### src/hw/rtl/uer_pkg.sv
package uer_pkg;

  // Default width of the elapsed-tick and poll counters.
  localparam int unsigned COUNT_WIDTH = 24;

  localparam int unsigned TIMEOUT_W  = 24;
  localparam int unsigned POLL_W     = 24;
  localparam int unsigned TRIG_W     = 8;
  localparam int unsigned CFG_DATA_W = 24;
  localparam int unsigned CFG_IDX_W  = 2;
  localparam int unsigned PULSE_W    = 24;
  localparam int unsigned DIST_W     = 16;
  localparam int unsigned REM_W      = 11;

  localparam logic [TIMEOUT_W-1:0] TIMEOUT_RESET = 24'd38000;
  localparam logic [POLL_W-1:0]    POLL_RESET    = 24'hFF_FFFF;
  localparam logic [TRIG_W-1:0]    TRIG_RESET    = 8'd10;

  // Distance is (pulse * DIST_STEP + DIST_BIAS) / DIST_DIV, tracked one tick at a time.
  localparam logic [REM_W:0]   DIST_STEP = 12'd343;
  localparam logic [REM_W:0]   DIST_DIV  = 12'd2000;
  localparam logic [REM_W-1:0] DIST_BIAS = 11'd1000;

  typedef enum logic [CFG_IDX_W-1:0] {
    CFG_ECHO_TIMEOUT = 2'd0,
    CFG_POLL_LIMIT   = 2'd1,
    CFG_TRIG_WIDTH   = 2'd2
  } cfg_idx_e;

  typedef enum logic [2:0] {
    PH_IDLE      = 3'd0,
    PH_WAIT_LOW  = 3'd1,
    PH_TRIGGER   = 3'd2,
    PH_WAIT_RISE = 3'd3,
    PH_WAIT_FALL = 3'd4
  } phase_e;

  typedef enum logic [2:0] {
    ST_OK       = 3'd0,
    ST_NOT_LOW  = 3'd1,
    ST_RISE_TO  = 3'd2,
    ST_FALL_TO  = 3'd3,
    ST_POLLS    = 3'd4,
    ST_BOUNDS   = 3'd5
  } status_e;

  typedef struct packed {
    logic                 valid;
    logic                 action;
    logic                 echo;
  } step_t;

  typedef struct packed {
    logic [TIMEOUT_W-1:0] echo_timeout;
    logic [POLL_W-1:0]    poll_limit;
    logic [TRIG_W-1:0]    trig_width;
  } cfg_t;

  typedef struct packed {
    logic                 trigger;
    logic                 busy;
    logic                 done;
    status_e              status;
    logic [PULSE_W-1:0]   pulse;
    logic [DIST_W-1:0]    dist_mm;
  } result_t;

endpackage

### src/hw/rtl/uer_core.sv
module uer_core #(
  parameter int unsigned CountWidth = uer_pkg::COUNT_WIDTH
) (
  input  logic             clk_i,
  input  logic             rst_ni,
  input  uer_pkg::step_t   step_i,
  input  uer_pkg::cfg_t    cfg_i,
  output uer_pkg::result_t result_o
);

  localparam int unsigned CmpW =
    (CountWidth > uer_pkg::TIMEOUT_W) ? CountWidth : uer_pkg::TIMEOUT_W;

  uer_pkg::phase_e                 phase_q, phase_d;
  logic [CountWidth-1:0]           elapsed_q, elapsed_d;
  logic [CountWidth-1:0]           polls_q, polls_d;
  logic [uer_pkg::TRIG_W-1:0]      trig_ticks_q, trig_ticks_d;
  logic                            trig_q, trig_d;
  logic [uer_pkg::DIST_W-1:0]      dist_quo_q, dist_quo_d;
  logic [uer_pkg::REM_W-1:0]       dist_rem_q, dist_rem_d;

  logic                            tick, start;
  logic                            elapsed_sat;
  logic [CountWidth-1:0]           elapsed_inc, polls_inc;
  logic [CmpW-1:0]                 elapsed_ext, polls_ext;
  logic                            want_level, echo_match;
  logic                            timed_out, poll_hit, wait_fail;
  logic [uer_pkg::TRIG_W-1:0]      trig_ticks_inc;
  logic [uer_pkg::REM_W:0]         rem_sum;
  logic                            rem_wrap;
  logic [uer_pkg::REM_W-1:0]       rem_next;
  logic [uer_pkg::DIST_W-1:0]      quo_next;
  logic                            done;
  uer_pkg::status_e                status;
  logic [uer_pkg::PULSE_W-1:0]     pulse;
  logic [uer_pkg::DIST_W-1:0]      distance;

  assign tick  = step_i.valid && !step_i.action;
  assign start = step_i.valid && step_i.action;

  // Shared wait-phase poll: saturating counters and the two limit checks.
  assign elapsed_sat = (elapsed_q == {CountWidth{1'b1}});
  assign elapsed_inc = elapsed_sat ? elapsed_q : elapsed_q + 1'b1;
  assign polls_inc   = (polls_q == {CountWidth{1'b1}}) ? polls_q : polls_q + 1'b1;
  assign elapsed_ext = CmpW'(elapsed_inc);
  assign polls_ext   = CmpW'(polls_inc);
  assign want_level  = (phase_q == uer_pkg::PH_WAIT_RISE);
  assign echo_match  = (step_i.echo == want_level);
  assign timed_out   = (elapsed_ext >= CmpW'(cfg_i.echo_timeout));
  assign poll_hit    = (polls_ext >= CmpW'(cfg_i.poll_limit));
  assign wait_fail   = !echo_match && (timed_out || poll_hit);

  assign trig_ticks_inc = (trig_ticks_q == {uer_pkg::TRIG_W{1'b1}}) ?
                          trig_ticks_q : trig_ticks_q + 1'b1;

  // The distance quotient and remainder follow the elapsed count of the fall
  // phase, so the division by the constant reduces to one add and compare.
  assign rem_sum  = {1'b0, dist_rem_q} + uer_pkg::DIST_STEP;
  assign rem_wrap = (rem_sum >= uer_pkg::DIST_DIV);
  always_comb begin
    rem_next = dist_rem_q;
    quo_next = dist_quo_q;
    if (!elapsed_sat) begin
      rem_next = rem_wrap ? uer_pkg::REM_W'(rem_sum - uer_pkg::DIST_DIV)
                          : rem_sum[uer_pkg::REM_W-1:0];
      if (rem_wrap && (dist_quo_q != {uer_pkg::DIST_W{1'b1}})) begin
        quo_next = dist_quo_q + 1'b1;
      end
    end
  end

  // Next state.
  always_comb begin
    phase_d      = phase_q;
    elapsed_d    = elapsed_q;
    polls_d      = polls_q;
    trig_ticks_d = trig_ticks_q;
    trig_d       = trig_q;
    dist_quo_d   = dist_quo_q;
    dist_rem_d   = dist_rem_q;
    if (start) begin
      if (phase_q == uer_pkg::PH_IDLE) begin
        phase_d      = uer_pkg::PH_WAIT_LOW;
        elapsed_d    = '0;
        polls_d      = '0;
        trig_ticks_d = '0;
        trig_d       = 1'b0;
      end
    end else if (tick) begin
      unique case (phase_q)
        uer_pkg::PH_IDLE: begin
        end
        uer_pkg::PH_WAIT_LOW: begin
          if (echo_match) begin
            phase_d      = uer_pkg::PH_TRIGGER;
            elapsed_d    = '0;
            polls_d      = '0;
            trig_ticks_d = '0;
            trig_d       = 1'b1;
          end else if (wait_fail) begin
            phase_d      = uer_pkg::PH_IDLE;
            elapsed_d    = '0;
            polls_d      = '0;
            trig_ticks_d = '0;
            trig_d       = 1'b0;
          end else begin
            elapsed_d = elapsed_inc;
            polls_d   = polls_inc;
          end
        end
        uer_pkg::PH_TRIGGER: begin
          if (trig_ticks_inc >= cfg_i.trig_width) begin
            phase_d      = uer_pkg::PH_WAIT_RISE;
            elapsed_d    = '0;
            polls_d      = '0;
            trig_ticks_d = trig_ticks_inc;
            trig_d       = 1'b0;
          end else begin
            trig_ticks_d = trig_ticks_inc;
          end
        end
        uer_pkg::PH_WAIT_RISE: begin
          if (echo_match) begin
            phase_d    = uer_pkg::PH_WAIT_FALL;
            elapsed_d  = '0;
            polls_d    = '0;
            dist_quo_d = '0;
            dist_rem_d = uer_pkg::DIST_BIAS;
          end else if (wait_fail) begin
            phase_d      = uer_pkg::PH_IDLE;
            elapsed_d    = '0;
            polls_d      = '0;
            trig_ticks_d = '0;
            trig_d       = 1'b0;
          end else begin
            elapsed_d = elapsed_inc;
            polls_d   = polls_inc;
          end
        end
        uer_pkg::PH_WAIT_FALL: begin
          if (echo_match || wait_fail) begin
            phase_d      = uer_pkg::PH_IDLE;
            elapsed_d    = '0;
            polls_d      = '0;
            trig_ticks_d = '0;
            trig_d       = 1'b0;
          end else begin
            elapsed_d  = elapsed_inc;
            polls_d    = polls_inc;
            dist_rem_d = rem_next;
            dist_quo_d = quo_next;
          end
        end
        default: begin
          phase_d = uer_pkg::PH_IDLE;
        end
      endcase
    end
  end

  // Result of the current transaction.
  always_comb begin
    done     = 1'b0;
    status   = uer_pkg::ST_OK;
    pulse    = '0;
    distance = '0;
    if (tick) begin
      unique case (phase_q)
        uer_pkg::PH_WAIT_LOW: begin
          if (wait_fail) begin
            done   = 1'b1;
            status = timed_out ? uer_pkg::ST_NOT_LOW : uer_pkg::ST_POLLS;
          end
        end
        uer_pkg::PH_WAIT_RISE: begin
          if (wait_fail) begin
            done   = 1'b1;
            status = timed_out ? uer_pkg::ST_RISE_TO : uer_pkg::ST_POLLS;
          end
        end
        uer_pkg::PH_WAIT_FALL: begin
          if (echo_match) begin
            done = 1'b1;
            if ((elapsed_ext == '0) || timed_out) begin
              status = uer_pkg::ST_BOUNDS;
            end else begin
              pulse    = elapsed_ext[uer_pkg::PULSE_W-1:0];
              distance = quo_next;
            end
          end else if (wait_fail) begin
            done   = 1'b1;
            status = timed_out ? uer_pkg::ST_FALL_TO : uer_pkg::ST_POLLS;
          end
        end
        default: begin
        end
      endcase
    end
  end

  assign result_o.trigger = trig_d;
  assign result_o.busy    = (phase_d != uer_pkg::PH_IDLE);
  assign result_o.done    = done;
  assign result_o.status  = status;
  assign result_o.pulse   = pulse;
  assign result_o.dist_mm = distance;

  always_ff @(posedge clk_i or negedge rst_ni) begin
    if (!rst_ni) begin
      phase_q      <= uer_pkg::PH_IDLE;
      elapsed_q    <= '0;
      polls_q      <= '0;
      trig_ticks_q <= '0;
      trig_q       <= 1'b0;
      dist_quo_q   <= '0;
      dist_rem_q   <= '0;
    end else begin
      phase_q      <= phase_d;
      elapsed_q    <= elapsed_d;
      polls_q      <= polls_d;
      trig_ticks_q <= trig_ticks_d;
      trig_q       <= trig_d;
      dist_quo_q   <= dist_quo_d;
      dist_rem_q   <= dist_rem_d;
    end
  end

endmodule

### src/hw/rtl/ultrasonic_echo_ranger.sv
// A transaction waits in the input register and its result is registered at the output.
// One transaction per cycle while the result register is free or drains; the sequencer state
// advances as an item leaves the input register, and the result register holds it until taken.
// Reset (asynchronous, active low) returns the sequencer to idle, clears the
// counters and loads the registers with 38000, 16777215 and 10.
module ultrasonic_echo_ranger #(
  parameter int unsigned COUNT_WIDTH = uer_pkg::COUNT_WIDTH
) (
  input  logic                               clk_i,
  input  logic                               rst_ni,
  input  logic                               cfg_we_i,
  input  logic [uer_pkg::CFG_IDX_W-1:0]      cfg_idx_i,
  input  logic [uer_pkg::CFG_DATA_W-1:0]     cfg_data_i,
  input  logic                               in_valid_i,
  output logic                               in_ready_o,
  input  logic                               action_i,
  input  logic                               echo_level_i,
  output logic                               out_valid_o,
  input  logic                               out_ready_i,
  output logic                               trigger_out_o,
  output logic                               busy_res_o,
  output logic                               done_res_o,
  output logic [2:0]                         status_o,
  output logic [uer_pkg::PULSE_W-1:0]        pulse_width_us_o,
  output logic [uer_pkg::DIST_W-1:0]         distance_mm_o
);

  uer_pkg::cfg_t    cfg_q;
  logic             in_valid_q;
  logic             action_q;
  logic             echo_q;
  logic             out_valid_q;
  uer_pkg::result_t res_q;
  uer_pkg::result_t result;
  uer_pkg::step_t   step;
  logic             advance;

  always_ff @(posedge clk_i or negedge rst_ni) begin
    if (!rst_ni) begin
      cfg_q.echo_timeout <= uer_pkg::TIMEOUT_RESET;
      cfg_q.poll_limit   <= uer_pkg::POLL_RESET;
      cfg_q.trig_width   <= uer_pkg::TRIG_RESET;
    end else if (cfg_we_i) begin
      unique case (cfg_idx_i)
        uer_pkg::CFG_ECHO_TIMEOUT: cfg_q.echo_timeout <= cfg_data_i;
        uer_pkg::CFG_POLL_LIMIT:   cfg_q.poll_limit   <= cfg_data_i;
        uer_pkg::CFG_TRIG_WIDTH:   cfg_q.trig_width   <= cfg_data_i[uer_pkg::TRIG_W-1:0];
        default: begin
        end
      endcase
    end
  end

  // The input register moves on whenever the result register is free or drains.
  assign advance    = in_valid_q && (!out_valid_q || out_ready_i);
  assign in_ready_o = !in_valid_q || advance;

  assign step.valid  = advance;
  assign step.action = action_q;
  assign step.echo   = echo_q;

  always_ff @(posedge clk_i or negedge rst_ni) begin
    if (!rst_ni) begin
      in_valid_q <= 1'b0;
    end else if (in_ready_o) begin
      in_valid_q <= in_valid_i;
    end
  end

  always_ff @(posedge clk_i) begin
    if (in_ready_o && in_valid_i) begin
      action_q <= action_i;
      echo_q   <= echo_level_i;
    end
  end

  uer_core #(
    .CountWidth(COUNT_WIDTH)
  ) u_core (
    .clk_i,
    .rst_ni,
    .step_i   (step),
    .cfg_i    (cfg_q),
    .result_o (result)
  );

  always_ff @(posedge clk_i or negedge rst_ni) begin
    if (!rst_ni) begin
      out_valid_q <= 1'b0;
    end else if (advance) begin
      out_valid_q <= 1'b1;
    end else if (out_ready_i) begin
      out_valid_q <= 1'b0;
    end
  end

  always_ff @(posedge clk_i) begin
    if (advance) begin
      res_q <= result;
    end
  end

  assign out_valid_o      = out_valid_q;
  assign trigger_out_o    = res_q.trigger;
  assign busy_res_o       = res_q.busy;
  assign done_res_o       = res_q.done;
  assign status_o         = res_q.status;
  assign pulse_width_us_o = res_q.pulse;
  assign distance_mm_o    = res_q.dist_mm;

endmodule

### config.mk
export PLATFORM = sky130hd
export DESIGN_NAME = ultrasonic_echo_ranger
export DESIGN_NICKNAME = d
export VERILOG_FILES = /design/src/hw/rtl/uer_pkg.sv /design/src/hw/rtl/uer_core.sv /design/src/hw/rtl/ultrasonic_echo_ranger.sv
export SDC_FILE = /design/constraint.sdc
export NUM_CORES = 1
export LEC_CHECK = 0
export BUFFER_PORTS_ARGS = -buffer_cell sky130_fd_sc_hd__buf_2
export CORE_MARGIN = 1.5
export CORE_UTILIZATION = 35
export DETAILED_ROUTE_END_ITERATION = 16
export HOLD_SLACK_MARGIN = 0.03
export MAX_ROUTING_LAYER = met4
export PLACE_DENSITY_LB_ADDON = 0.12
export SYNTH_ARGS = -nofsm -noshare
export SYNTH_HDL_FRONTEND = slang
export SYNTH_SLANG_ARGS = --single-unit
### constraint.sdc
create_clock -name clk_i -period 5.8 [get_ports clk_i]
set_input_delay 0 -clock clk_i [delete_from_list [all_inputs] [get_ports clk_i]]
set_output_delay 0 -clock clk_i [all_outputs]
set_load 0.05 [all_outputs]
==> results of run 1 <==
critical path, cell delays in order, from the launching register on:
cell and delay (ps):
dfrtp_1 460, ha_1 300, nand2_1 200, or3_1 200, nor3_1 80, nor3_1 490, nand3_1 320, nor2_1 230
xor2_1 110, ha_1 310, nand4_1 110, nor3_1 310, nand2_1 170, o31ai_1 400, or2_0 370, nor3_2 80
buf_4 190, a221o_1 300, or3_1 370
cell families after synthesis:
| group | synth area share |
|---|---|
| simple gates | 0.208 |
| compound gates | 0.157 |
| flops | 0.419 |
| buf+inv | 0.0544 |
| xor+xnor | 0.0532 |
| fa+ha+maj | 0.0677 |
| mux | 0.0402 |
sequential cells by signal (all words and copies together) (netlist names):
signal and count:
action_q 1, busy_res_o 1, cfg_q 56, distance_mm_o 16
done_res_o 1, echo_q 1, in_valid_q 1, out_valid_o 1
pulse_width_us_o 24, status_o 3, trigger_out_o 1, u_core.dist_quo_q 16
u_core.dist_rem_q 11, u_core.elapsed_q 24, u_core.phase_q 3, u_core.polls_q 24
u_core.trig_q 1, u_core.trig_ticks_q 8
routing by layer:
| metal | up-vias | GRT usage | part of all wire |
|---|---|---|---|
| met4 | 0 | 0.0549 | 0.015 |
| met5 | - | - | 0 |
| li1 | 4831 | - | - |
| met2 | 193 | 0.294 | 0.46 |
| met3 | 25 | 0.0216 | 0.032 |
| met1 | 4684 | 0.267 | 0.50 |
metrics by stage:
step / cells / setup slack (ps) / total power, W
CTS: 1846 / 590 / 0.00484
detailed placement: 1784 / 625 / 0.00352
finish: 1846 / 535 / 0.00480
global route: 1846 / 0.118 / 0.00515
global placement: 1784 / 679 / 0.00351
floorplan: 1301 / 1150 / 0.00307
placed cells by master, fill, tap and decap left out, types with 16 or more instances in the layout:
cell type	n
edfxtp_1	48
nor4_1	16
buf_2	79
dfstp_2	32
a21o_1	27
xnor2_1	42
xor2_1	32
dfrtp_1	113
nand3_1	42
and3_1	17
dlygate4sd3_1	30
or3_1	18
inv_1	86
mux2_2	36
clkbuf_16	17
nand2b_1	23
nor3b_1	17
buf_4	21
nand2_1	119
a21oi_1	54
ha_1	66
o21ai_0	82
nor2_1	83
a31oi_1	19
nand4_1	33
nor3_1	34
path summary, 6_finish.rpt:
| kind | from | endpoint | slack (ps) | depth (start not counted) |
|---|---|---|---|---|
| max | u_core.elapsed_q[0] | busy_res_o | 530 | 18 |
| min | cfg_idx_i[1] | cfg_q[37] | 140 | 5 |
| max reg2reg | u_core.elapsed_q[0] | busy_res_o | 530 | 18 |
| min reg2reg | u_core.polls_q[14] | u_core.polls_q[14] | 490 | 1 |
| max in group asynchronous | rst_ni | cfg_q[40] | 4190 | 3 |
| min in group asynchronous | rst_ni | u_core.dist_quo_q[7] | 200 | 2 |
what timing repair did:
action,4_1_cts,5_1_grt
hold buffers,30,0
setup endpoints to repair,0,5
resized for setup,0,1
endpoints found under the hold margin,131,0
buffers inserted,0,0
power by group:
part           switching (W)  leakage, nW  internal [W]
sequential          0.000203         2.28       0.00160
combinational        0.00105         3.52      0.000657
clock               0.000563        0.296      0.000730
total                0.00181         6.09       0.00299
area by class of cell:
class / count / area, µm²
Clock buffer: 18 / 429
Clock inverter: 14 / 203
Fill cell: 3466 / 20400
Inverter: 89 / 334
Multi-Input combinational cell: 945 / 6440
Sequential cell: 193 / 5110
Tap cell: 455 / 569
Timing Repair Buffer: 132 / 885
==> results by group, run 1 <==
Die
  – I/O pins: a little over 80
  – Core area: 34400 µm²
  – Die Height: around 190 µm
  – Site Rows: approximately 70
  – Die Wd: 190 µm
  – Die ar.: ~36000 µm²
  – Starting Density: 0.355

GRT
  – All-Layer GR Usage: 0.192
  – Global-route wire length before repair: 53000 µm
  – Overflow after GRT: 0
  – Vias in the first global route: around 9600
  – Largest net degree at the start of global routing: 84
  – Antenna violations before repair: 0

Synthesis
  – Syn_area_per_cell: 9.37 µm²
  – Synth area leaders: dfrtp_1 23%, edfxtp_1 12%, dfstp_2 6.9%
  – Post-Syn Instances: 1301
  – Post-synth top area share: 0.232
  – Primary FF master, synth: dfrtp_1
  – #FFs+latches synth: 193
  – Post-synthesis cell type count: 85
  – Synth cell count leaders: 119 x nand2_1, 113 x dfrtp_1, 87 x inv_1, 83 x nor2_1, 82 x o21ai_0
  – Most frequent cell after synthesis: nand2_1
  – Count of warnings emitted by yosys: 0
  – Asr flop ratio synth: 0.751
  – Number of synthesized flops with an enable pin: 48
  – Syn nets: 1400
  – Synth area leader: dfrtp_1
  – Seq/Total Area, Yosys: 0.419
  – Post-Syn Area: 12200 µm²

Place
  – Gpl congestion: ~0.83
  – Port Buffers: 80
  – Placed Area: 13000 µm²
  – Final HPWL DP: 22800 µm

Detailed routing
  – Vias: 9733
  – Pre-antenna DRT Iters: 5
  – Initial DRC count: between 600 and 700
  – Post-DR wirelength/cell: 17.2 µm
  – Antenna-violating nets left: 0
  – DRC Markers: 0
  – Via-to-Cell Ratio: 5.27
  – Final WL: approximately 32000 µm

Timing
  – Final Hold Viols: 0
  – Tmin final: 5270 ps
  – Count of pins over their slew limit: 0
  – Worst-Margin Slew: 1010 ps
  – Unrepaired setup endpoints after global routing: false
  – Setup Skew: 11.7 ps
  – Final Cycle Share: 0.908
  – Setup TNS: 0 ps
  – Rel. slew slack: 0.320
  – Highest clock rate: 190 MHz
  – Min Hold Slack: approximately 140 ps
  – Final Setup Violations: 0

Clock tree
  – Clock Pin Slew Worst Setup and Hold Paths: 80 ps
  – Clk root buf: clkbuf_16
  – Clk Latency, worst-skew pair: 450 ps
  – Clock sink count: 193
  – Total CTS buffers: 17
  – CTS tree: built
  – H-tree Lvls: 4
  – Clock buffer depth: 2

Setup path
  – Crit end category: flop
  – Max FO, Critical Path: 7
  – Crit start category: flop
  – Critical Path RT: 5990 ps
  – Crit path DAT: 5450 ps
  – Critical path class: reg -> reg

Power and ir drop
  – P_leak: 6.09 nW
  – Power per cell area: approximately 340 nW/µm²
  – Peak supply drop: 0.000248 V

Finish
  – Layout cells sized above 1: 0.163
  – Fin nets: 1477
  – Post-layout util: 0.407
  – Layout area overhead: 14.6%
  – Ant. Diodes: 0
  – Final Cell Area: 14000 µm²

Job
  – Max-Cap Viols: 0

Run status
  – Status: finished clean

Hold path
  – HP Class: in -> reg
Power figures use the tool's default switching activity.
==> run 2, diff against run 1 <==
PLACE_DENSITY = 0.5   (was default)
PLACE_DENSITY_LB_ADDON = default   (was 0.12)
==> run 2 against run 1 <==
Via count increased by 0.21%. Cell count stayed put. Maximum frequency is 0.97% higher. Core utilization is 0.24 points lower. Worst setup slack improved by 51 ps. First-iteration DRC count shrank 2.2%. Design area down 0.60%. Worst hold slack improved by 6.1 ps. Sequential power hardly changed. Critical path depth down 2. Count of clock-buffer cells in the layout fell by 1. Highest routed layer unchanged.
==> results by group, run 2 (synthesis results as in run 1) <==
Run status
  – Status: finished clean

Setup path
  – R2R Path Start: u_core.elapsed_q[0]
  – Crit start category: flop
  – Max FO, Critical Path: 7
  – Crit end category: flop
  – Critical path class: reg -> reg
  – Critical Path RT: 6000 ps
  – Worst setup path start: u_core.elapsed_q[0]
  – Crit path DAT: 5410 ps

Timing
  – Worst-Margin Slew: 1030 ps
  – Highest clock rate: about 190 MHz
  – Setup TNS: 0 ps
  – PnR worst setup slack: 585 ps
  – Unrepaired setup endpoints after global routing: false
  – Count of pins over their slew limit: 0
  – Rel. slew slack: 0.306
  – Final Hold Viols: 0
  – Final Cycle Share: 0.899
  – Final Setup Violations: 0
  – Setup Skew: 15.1 ps
  – Tmin final: 5210 ps

Finish
  – Post-layout util: 0.404
  – Fill count: ~3400
  – Most frequent cells in the layout: 119 x nand2_1, 113 x dfrtp_1, 86 x inv_1
  – Max FFs per register: 56
  – Layout cells sized above 1: 0.163
  – Footprint of the multi-input gates: 6440 µm²
  – Most common cell after layout, fill and taps aside: nand2_1
  – Ant. Diodes: 0
  – Layout area overhead: 14.0%
  – Fin nets: 1477
  – Storage element area: approximately 5000 µm²
  – Largest reg by FF count: cfg_q

Clock tree
  – Total CTS buffers: 17
  – Clock buffer depth: 2
  – H-tree Lvls: 4
  – Clk Latency, worst-skew pair: 460 ps
  – Clock Pin Slew Worst Setup and Hold Paths: 80 ps
  – CTS tree: built
  – Clock sink count: ~190
  – Clk root buf: clkbuf_16

Job
  – Max-Cap Viols: 0

Die
  – Site Rows: 68
  – Starting Density: 0.355
  – I/O pins: roughly 80
  – Core area: 34400 µm²
  – Die Height: 190 µm
  – Die Wd: 190 µm
  – Die ar.: 36000 µm²

GRT
  – Overflow after GRT: 0
  – Vias in the first global route: 9377
  – All-Layer GR Usage: 0.189
  – Largest net degree at the start of global routing: 93
  – Global-route wire length before repair: 51800 µm
  – Antenna violations before repair: 0

Power and ir drop
  – Power per cell area: 334 nW/µm²
  – P_leak: between 6 and 7 nW
  – Peak supply drop: 0.000220 V
  – Total power: 0.00464 W

Place
  – Port Buffers: 80
  – Final HPWL DP: roughly 23000 µm
  – Gpl congestion: 0.823
  – DP Worst Slack: 613 ps

Hold path
  – HP Class: in -> reg
  – Hold Path Origin: cfg_idx_i[0]

Detailed routing
  – DRC Markers: 0
  – Pre-antenna DRT Iters: 5
  – Initial DRC count: 630
  – Vias: 9753
  – Post-DR wirelength/cell: 17.2 µm
  – Final WL: 31800 µm
  – Antenna-violating nets left: 0
  – Via-to-Cell Ratio: 5.28
[run 2: cell count changes in the layout (fill, tap and decap cells not counted), sizes merged]
cell    delta
bufinv     -4
clkbuf     -1
clkinv     +3
inv        +2
[run 2: area by class of cell]
type,instances,share of cell area
clock buffer,17,0.0306
clock inverter,15,0.00892
inverter,89,0.0240
multi-input combinational,945,0.464
sequential,193,0.368
tap,455,0.0410
timing repair buffer,132,0.0637
[run 2: final timing paths]
check                                       end  depth (start not counted)  slack, ps
min in group asynchronous  u_core.dist_rem_q[8]                          2        220
setup / recovery                     busy_res_o                         16        590
hold / removal                        cfg_q[44]                          5        150
hold reg to reg              u_core.polls_q[14]                          1        490
setup reg to reg                     busy_res_o                         16        590
max in group asynchronous    u_core.polls_q[21]                          3       4270
[run 2: report_power, final]
| group | switching (W) | leakage, nW | total [W] | internal [W] |
|---|---|---|---|---|
| combinational | 0.00103 | 3.52 | 0.00168 | 0.000648 |
| clock | 0.000589 | 0.260 | 0.00115 | 0.000561 |
| sequential | 0.000205 | 2.28 | 0.00181 | 0.00160 |
[run 2: per-layer routing]
layer | GRT usage | wire length (µm) | up-vias
met5 | - | 0 | -
met4 | 0.0461 | 357 | 0
met3 | 0.0275 | 1070 | 19
met2 | 0.294 | 14700 | 186
met1 | 0.259 | 15700 | 4701
li1 | - | - | 4847
[run 2: what timing repair did]
action,CTS,global route
hold buffers,30,0
endpoints found under the setup margin,0,5
resized for setup,0,1
endpoints found under the hold margin,139,0
buffers inserted,0,0
[run 2: stage by stage]
step	cells	hold WS, ps	cell area [µm²]
after floorplan	1301	-296	12200
after global placement	1784	176	13000
after detailed placement	1784	178	13000
after CTS	1846	117	13900
after global routing	1846	159	13900
final	1846	145	13900
[run 2: worst max-delay path, cell delays in order (launching register included)]
cell and delay (ps):
dfrtp_1 470, ha_1 310, nand2_1 200, or3_1 440, nor2_1 490, nand4_1 200
xnor2_1 270, inv_1 130, ha_1 290, nand2_1 60, nor3_1 290, nand2_1 160
o31ai_1 370, or2_0 360, nor3_2 170, a221o_1 350, or3_1 380
==> run 3, diff against run 2 <==
clock period = 6 ns   (was 5.8 ns; I/O delays follow)
==> run 3 against run 2 <==
Count of clock-buffer cells in the layout is 3 higher. Clock skew is 1.3 ps lower. Power is 2.2% lower. Global-route usage is 0.069 points lower. Maximum frequency is 2.3% lower. Largest power group unchanged.
==> results by group, run 3 (synthesis results as in run 1) <==
Timing
  – Final Setup Violations: 0
  – PnR worst setup slack: 662 ps
  – Count of pins over their slew limit: 0
  – Final Cycle Share: 0.890
  – Tmin final: 5340 ps
  – Setup TNS: 0 ps
  – Worst-Margin Slew: 1150 ps
  – Highest clock rate: 187 MHz
  – Setup Skew: 13.7 ps
  – Rel. slew slack: 0.231
  – Unrepaired setup endpoints after global routing: false
  – Min Hold Slack: 148 ps
  – Final Hold Viols: 0

Die
  – Core area: 34400 µm²
  – Die Wd: 190 µm
  – Die ar.: 36000 µm²
  – Starting Density: 0.355
  – I/O pins: 81
  – Site Rows: 68
  – Die Height: 190 µm

Finish
  – Max FFs per register: 56
  – Fill count: 3439
  – Fin nets: 1476
  – Most frequent cells in the layout: 119 x nand2_1, 113 x dfrtp_1, 86 x inv_1
  – Layout area overhead: 14.0%
  – Footprint of the multi-input gates: 6440 µm²
  – Most common cell after layout, fill and taps aside: nand2_1
  – Layout cells sized above 1: 0.160
  – Non-Filler Instances: 1845
  – Post-layout util: 0.404
  – Ant. Diodes: 0
  – Storage element area: 5110 µm²
  – Largest reg by FF count: cfg_q

Setup path
  – Crit path DAT: 5510 ps
  – Crit end category: flop
  – R2R depth: 16
  – R2R Path Start: u_core.elapsed_q[7]
  – Crit path largest cell delay: between 500 and 600 ps
  – Worst r2r dst: busy_res_o
  – CP cell instances: nand3_1, or3_1, nor3_1, nand3_1, nor2_1, xor2_1, ha_1, nand4_1, nor3_1, nand2_1, o31ai_1, or2_0, nor3_2, buf_4, a221o_1, or3_1
  – Critical Path RT: between 6000 and 7000 ps
  – CP max-delay cell: or3_1
  – Critical path class: reg -> reg
  – Max FO, Critical Path: 8
  – Reg-to-reg slack, setup: 660 ps
  – Crit start category: flop

Hold path
  – Hold Path Origin: cfg_idx_i[1]
  – HP Class: in -> reg
  – Endpoint, Worst Hold: cfg_q[42]
  – Worst hold stages: 5

Power and ir drop
  – Sw Share: 0.382
  – Int Power: 0.00280 W
  – Sequential power share: 0.385
  – P_leak: 6.08 nW
  – Clk network pwr share: 0.254
  – Power per cell area: 326 nW/µm²
  – Peak supply drop: ~0.00024 V
  – Psw: 0.00173 W
  – Combinational group share of total power: 0.361

Detailed routing
  – Final WL: 31800 µm
  – DRC Markers: 0
  – Vias: 9793
  – Antenna-violating nets left: 0
  – Via-to-Cell Ratio: between 5 and 6
  – Pre-antenna DRT Iters: 7
  – Post-DR wirelength/cell: 17.2 µm
  – Initial DRC count: a little over 500

Place
  – DP Worst Slack: 728 ps
  – Gpl congestion: 0.863
  – Port Buffers: 80
  – Dpl cells: 1783
  – Final HPWL DP: around 23000 µm

Clock tree
  – Clock Pin Slew Worst Setup and Hold Paths: approximately 70 ps
  – Clk Latency, worst-skew pair: 450 ps
  – Clock buffer depth: 2
  – Clk root buf: clkbuf_16
  – Total CTS buffers: 17
  – CTS tree: built
  – H-tree Lvls: 4
  – Clock sink count: 193
  – Post-CTS Setup Bufs: 0

GRT
  – Antenna violations before repair: 0
  – Overflow after GRT: 0
  – Largest net degree at the start of global routing: 83
  – Vias in the first global route: 9386
  – All-Layer GR Usage: 0.188
  – Global-route wire length before repair: 51900 µm

Run status
  – Status: finished clean

Job
  – Max-Cap Viols: 0
==> run 3: cell types whose count changed in the layout (fill, tap and decap cells not counted), sizes merged <==
cell and change:
clkinv +3, buf -1, bufinv +2, clkbuf +3, inv -4, clkinvlp -4
==> run 3: per-stage QoR <==
stage	power (W)	cell area, µm²
2_1_floorplan	0.00296	12200
3_3_place_gp	0.00338	13000
3_5_place_dp	0.00339	13000
4_1_cts	0.00458	13900
5_1_grt	0.00487	13900
6_report	0.00454	13900
==> run 3: layer usage <==
layer | up-vias | track usage | wire length (µm)
met5 | - | - | 0
met4 | 0 | 0.0549 | 500
met3 | 26 | 0.0247 | 929
met2 | 167 | 0.291 | 14700
met1 | 4768 | 0.257 | 15700
li1 | 4832 | - | -
==> run 3: worst max-delay path by stage <==
stage	from	to	slack, ps	cells after the start
finish	u_core.elapsed_q[7]	busy_res_o	660	16
global route	u_core.elapsed_q[7]	u_core.trig_ticks_q[1]	160	16
CTS	u_core.elapsed_q[7]	busy_res_o	680	16
global placement	u_core.elapsed_q[7]	busy_res_o	820	16
detailed placement	u_core.elapsed_q[7]	busy_res_o	730	16
floorplan	u_core.polls_q[18]	u_core.dist_quo_q[0]	1350	19
==> run 3: cell type report <==
cell class              count  area share
repair buffers            131      0.0631
flip-flops and latches    193       0.368
well taps                 455      0.0410
multi-input cells         945       0.463
clock buffers              20      0.0314
clock inverters            12     0.00963
inverters                  89      0.0240
==> run 3: worst max-delay path: cells and delay by family (launching register included) <==
kind / cells / cell delay, ps
buffers and inverters: 1 / 190
adder cells (fa/ha/maj): 1 / 310
AO/OA/AOI/OAI: 2 / 690
XOR/XNOR: 1 / 110
flip-flops: 1 / 490
AND/OR/NAND/NOR: 11 / 3280
==> run 3: timing repair <==
item | in CTS | in global routing
gates resized for setup | 0 | 0
endpoints found under the hold margin | 132 | 0
hold buffers | 30 | 0
==> run 3: power by group through the flow <==
stage / logic [W] / registers, W / clock network (W)
4_1_cts: 0.00164 / 0.00174 / 0.00119
3_5_place_dp: 0.00162 / 0.00177 / 0
3_3_place_gp: 0.00161 / 0.00177 / 0
2_1_floorplan: 0.00121 / 0.00176 / 0
6_report: 0.00164 / 0.00175 / 0.00115
5_1_grt: 0.00186 / 0.00177 / 0.00124
